==> src/rtl/vrpb_ram.sv <==
// Generic single write port, single read port RAM with registered read data.
// Stand-alone; no package dependency.
module vrpb_ram #(
    parameter int WIDTH = 8,
    parameter int DEPTH = 16,
    localparam int AW = (DEPTH > 1) ? $clog2(DEPTH) : 1
) (
    input  logic             i_clk,
    input  logic             i_we,
    input  logic [AW-1:0]    i_waddr,
    input  logic [WIDTH-1:0] i_wdata,
    input  logic [AW-1:0]    i_raddr,
    output logic [WIDTH-1:0] o_rdata
);

    logic [WIDTH-1:0] r_mem [DEPTH];
    logic [WIDTH-1:0] r_rdata;

    always_ff @(posedge i_clk) begin
        if (i_we) begin
            r_mem[i_waddr] <= i_wdata;
        end
        r_rdata <= r_mem[i_raddr];
    end

    assign o_rdata = r_rdata;

endmodule

==> config.mk <==
export PLATFORM = sky130hd
export DESIGN_NAME = vrpb_ram
export DESIGN_NICKNAME = d
export VERILOG_FILES = /design/src/rtl/vrpb_ram.sv
export SDC_FILE = /design/constraint.sdc
export NUM_CORES = 1
export LEC_CHECK = 0
export BUFFER_PORTS_ARGS = -buffer_cell sky130_fd_sc_hd__buf_2
export CAP_MARGIN = 30
export CORE_MARGIN = 2
export CORE_UTILIZATION = 50
export CTS_CLUSTER_DIAMETER = 60
export DETAILED_ROUTE_END_ITERATION = 16
export PLACE_DENSITY = 0.67
export SYNTH_ARGS = -nofsm -noshare
export SYNTH_HDL_FRONTEND = slang
export SYNTH_SLANG_ARGS = --single-unit
==> constraint.sdc <==
create_clock -name i_clk -period 5.07 [get_ports i_clk]
set_input_delay 0.7605 -clock i_clk [delete_from_list [all_inputs] [get_ports i_clk]]
set_output_delay 0.7605 -clock i_clk [all_outputs]
set_load 0.05 [all_outputs]
# After elaboration in Yosys (flattened, before gate mapping)
# Memory sizes are Yosys's and may differ from the RTL's. A register that Yosys moved wholly into a read port is not among the register bits.
# Cells that the tools add are included.
[totals]
ramBits = 128
in_bits = 18
latch_bits = 0
rom_bits = 0
mem_count = 1
output_inout_bits = 8
register_bits = 0
wordCells = 3
[classes]
shifts = 0
n_eq_ne = 0
n_bitwise = 0
reduce_logical = 0
n_addsub = 0
div_mod_pow = 0
mux = 2
n_mul = 0
n_lt_le_gt_ge = 0
[mem_list]
columns = ["name", "depth", "width", "rd", "rd_clocked_by_memory_dff", "write_ports", "line", "text"]
rows = [
  ["r_mem", 16, 8, 1, 1, 1, "16", "logic [WIDTH-1:0] r_mem [DEPTH];"],
]
[ops]
columns = ["op", "count"]
rows = [
  ["two-way mux 1 bit", 2],
]

# Longest topological paths before layout
[logic_depth]
word_depth = 2
depth_mapped = 5
mapped_depth_nobuf = 3

# Worst setup path after synthesis
# Ideal clock, no wire load.
[synth_path]
path_type = "input to register"
from = "input port i_waddr[2]"
to = "memory r_mem[0][0], enable pin"
required_ps = 4687
setup_slack_ps = 2817
path_stages = 2
arrival_time_ps = 1870
cell_sequence = "or3b_2 > nor3_1"
[synth_lines]
columns = ["item", "line", "text"]
rows = [
  ["from (decl)", "10", "input logic [AW-1:0] i_waddr,"],
  ["to (decl)", "16", ""],
]
# Straight into the memory's write port.

# Final worst setup path
[layout_path]
from = "input port i_waddr[2]"
to = "memory r_mem[0][2], enable pin"
# Straight into the memory's write port.

==> impl_metrics.csv <==
group,metric,value,unit
status,status,"finished, final reports clean",
floorplanning,pin_count,26,
min_path,hp-class,"in -> reg",
routing,drc,0,
clocking,cts-root-buf,"clkbuf_8",
finish,mostFrequentLayoutCells,"edfxtp_1 (128), buf_2 (25), mux4_2 (18), a22oi_1 (16), clkbuf_16 (16)",
power_and_ir_drop,p_leak,2.02,nW
finish,stdcell_area,6010,um2
floorplanning,die_x,105,um
clocking,cts_setup_buffers,0,
finish,nNetsFinal,285,
clocking,clock_latency,0.51,ns
timing,max_freq,495,MHz
timing,fin_tns_setup,0,ns
worst_setup_path,arrival,2.23,ns
synth,synth_nets,247,
placement,place_area,5400,um2
placement,io_buffer_count,25,
routing,wl,9110,um
run,cap_violations,0,
timing,tightest_slew,0.966,ns
global_routing,grt_antenna_before_repair,0,
clocking,numCtsBuffers,17,
routing,avgRoutedWirePerCell,21.9,um
global_routing,grt_pass1_vias,2434,
routing,first_pass_iters,4,
clocking,cts_buffer_depth,2,
finish,diodes,0,
timing,slew_viol_final,0,
power_and_ir_drop,ir_drop,0.000205,V
timing,setup_viol,0,
power_and_ir_drop,powerDensity,437,nW/um2
timing,finalClockSkew,0.0130,ns
floorplanning,die_y,105,um
synth,avgSynthCellArea,22.5,um2
clocking,cts_resized,0,
worst_setup_path,crit_type,"in -> reg",
timing,min_period,2.02,ns
finish,drive_above_1_share,0.289,
worst_setup_path,path_max_fanout,5,
clocking,cts_tree,"yes",
placement,dp.final_hpwl,5740,um
worst_setup_path,crit_required,5.28,ns
timing,max-slew-margin-rel,0.354,
synth,syn_inst,229,
finish,final_common_cell,"edfxtp_1",
global_routing,track_usage,0.179,
timing,hold_violations,0,
routing,route.vias.total,2341,
placement,finalWeightedCongestion,0.695,
synth,ys_ff_latch,136,
global_routing,grt_pass1_wl,13900,um
floorplanning,dieArea,11100,um2
floorplanning,rows,37,
global_routing,grt_max_degree,33,
global_routing,globalRouteOverflowTotal,0,
routing,ant_nets,0,
timing,fin_crit_sh,0.398,
synth,synth_seq_area_share,0.778,
synth,yosysUniqueCellTypes,19,
clocking,ctsHoldBuffers,0,
synth,syn-cell-area,5150,um2
floorplanning,initial_core_util,0.508,
routing,drt_iter0_drc,140,
routing,viasPerCell,5.63,
timing,grt_setup_unrepaired,"no",
clocking,cts_sinks,136,
worst_setup_path,worst_setup_path_start_kind,"primary input",
clocking,htreeDepth,4,
clocking,path_clk_slew,0.07,ns
synth,ys_warn_count,0,
finish,syn_to_final_growth,16.7,%
worst_setup_path,end_kind,"flop",
floorplanning,fp.coreArea,10100,um2
finish,n_fill_cell,718,
power by group:
| part | switching [mW] | internal [mW] |
|---|---|---|
| Combinational | 0.0860 | 0.0467 |
| Sequential | 0.00809 | 1.26 |
| Clock | 0.467 | 0.760 |
path summary, 6_finish.rpt:
check | from | endpoint | slack, ns | cells past startpoint
hold / removal | i_wdata[4] | r_mem[8][4]$_DFFE_PP_ | 0.62 | 1
hold reg to reg | r_mem[14][1]$_DFFE_PP_ | o_rdata[1]$_DFF_P_ | 0.68 | 3
setup / recovery | i_waddr[2] | r_mem[0][2]$_DFFE_PP_ | 3.05 | 4
setup reg to reg | r_mem[2][5]$_DFFE_PP_ | o_rdata[5]$_DFF_P_ | 3.70 | 3
synth_stat cells (all sizes together):
cell	number	share of area
dfxtp	8	0.031
nor3	4	0.0039
or3b	1	0.0017
nand3b	2	0.0029
a22oi	16	0.023
nor2b	1	0.0012
nand3	1	0.00097
and2	1	0.0012
and2b	1	0.0015
nor2	13	0.0095
nand2	9	0.0066
nand2b	2	0.0024
edfxtp	128	0.75
clkdlybuf4s25	3	0.0058
buf	7	0.011
mux4	32	0.15
routing by layer:
layer  part of all wire  up-vias  GRT usage
li1                   -     1051          -
met3              0.057       11     0.0421
met2               0.51       68      0.277
met1               0.42     1211      0.241
met4              0.016        0     0.0848
met5                  0        -          0
metrics by stage:
stage / power, mW / util / std cells / worst slack (ns) / hold slack [ns]
3_3_place_gp: 1.42 / 0.530 / 382 / 2.25 / 0.652
2_1_floorplan: 1.38 / - / 229 / 2.82 / 0.629
5_1_grt: 2.70 / 0.593 / 416 / 2.98 / 0.629
4_1_cts: 2.65 / 0.593 / 416 / 3.06 / 0.619
3_5_place_dp: 1.42 / 0.533 / 384 / 2.50 / 0.661
6_report: 2.62 / 0.593 / 416 / 3.05 / 0.625
sequential cells by signal (all words and copies together), names as in the netlist:
signal	cells
r_mem	128
o_rdata	8
kinds of logic after synthesis:
| group | share of synthesized area |
|---|---|
| muxes | 0.150 |
| DFF | 0.778 |
| and+or+nand+nor | 0.0318 |
| AOI/OAI and AO/OA | 0.0233 |
| buffers and inverters | 0.0168 |
layout make-up:
class	count	area, um2	share of cell area
Sequential cell	136	4000	0.666
Multi-Input combinational cell	83	1060	0.177
Clock inverter	15	190	0.0317
Tap cell	136	170	0.0283
Clock buffer	17	414	0.0689
Timing Repair Buffer	29	168	0.0279
worst max-delay path: stages:
cell and delay (ns):
buf_2 0.11, or3b_2 0.51, nor3_1 0.56, buf_4 0.28
Power figures use the tool's default switching activity.
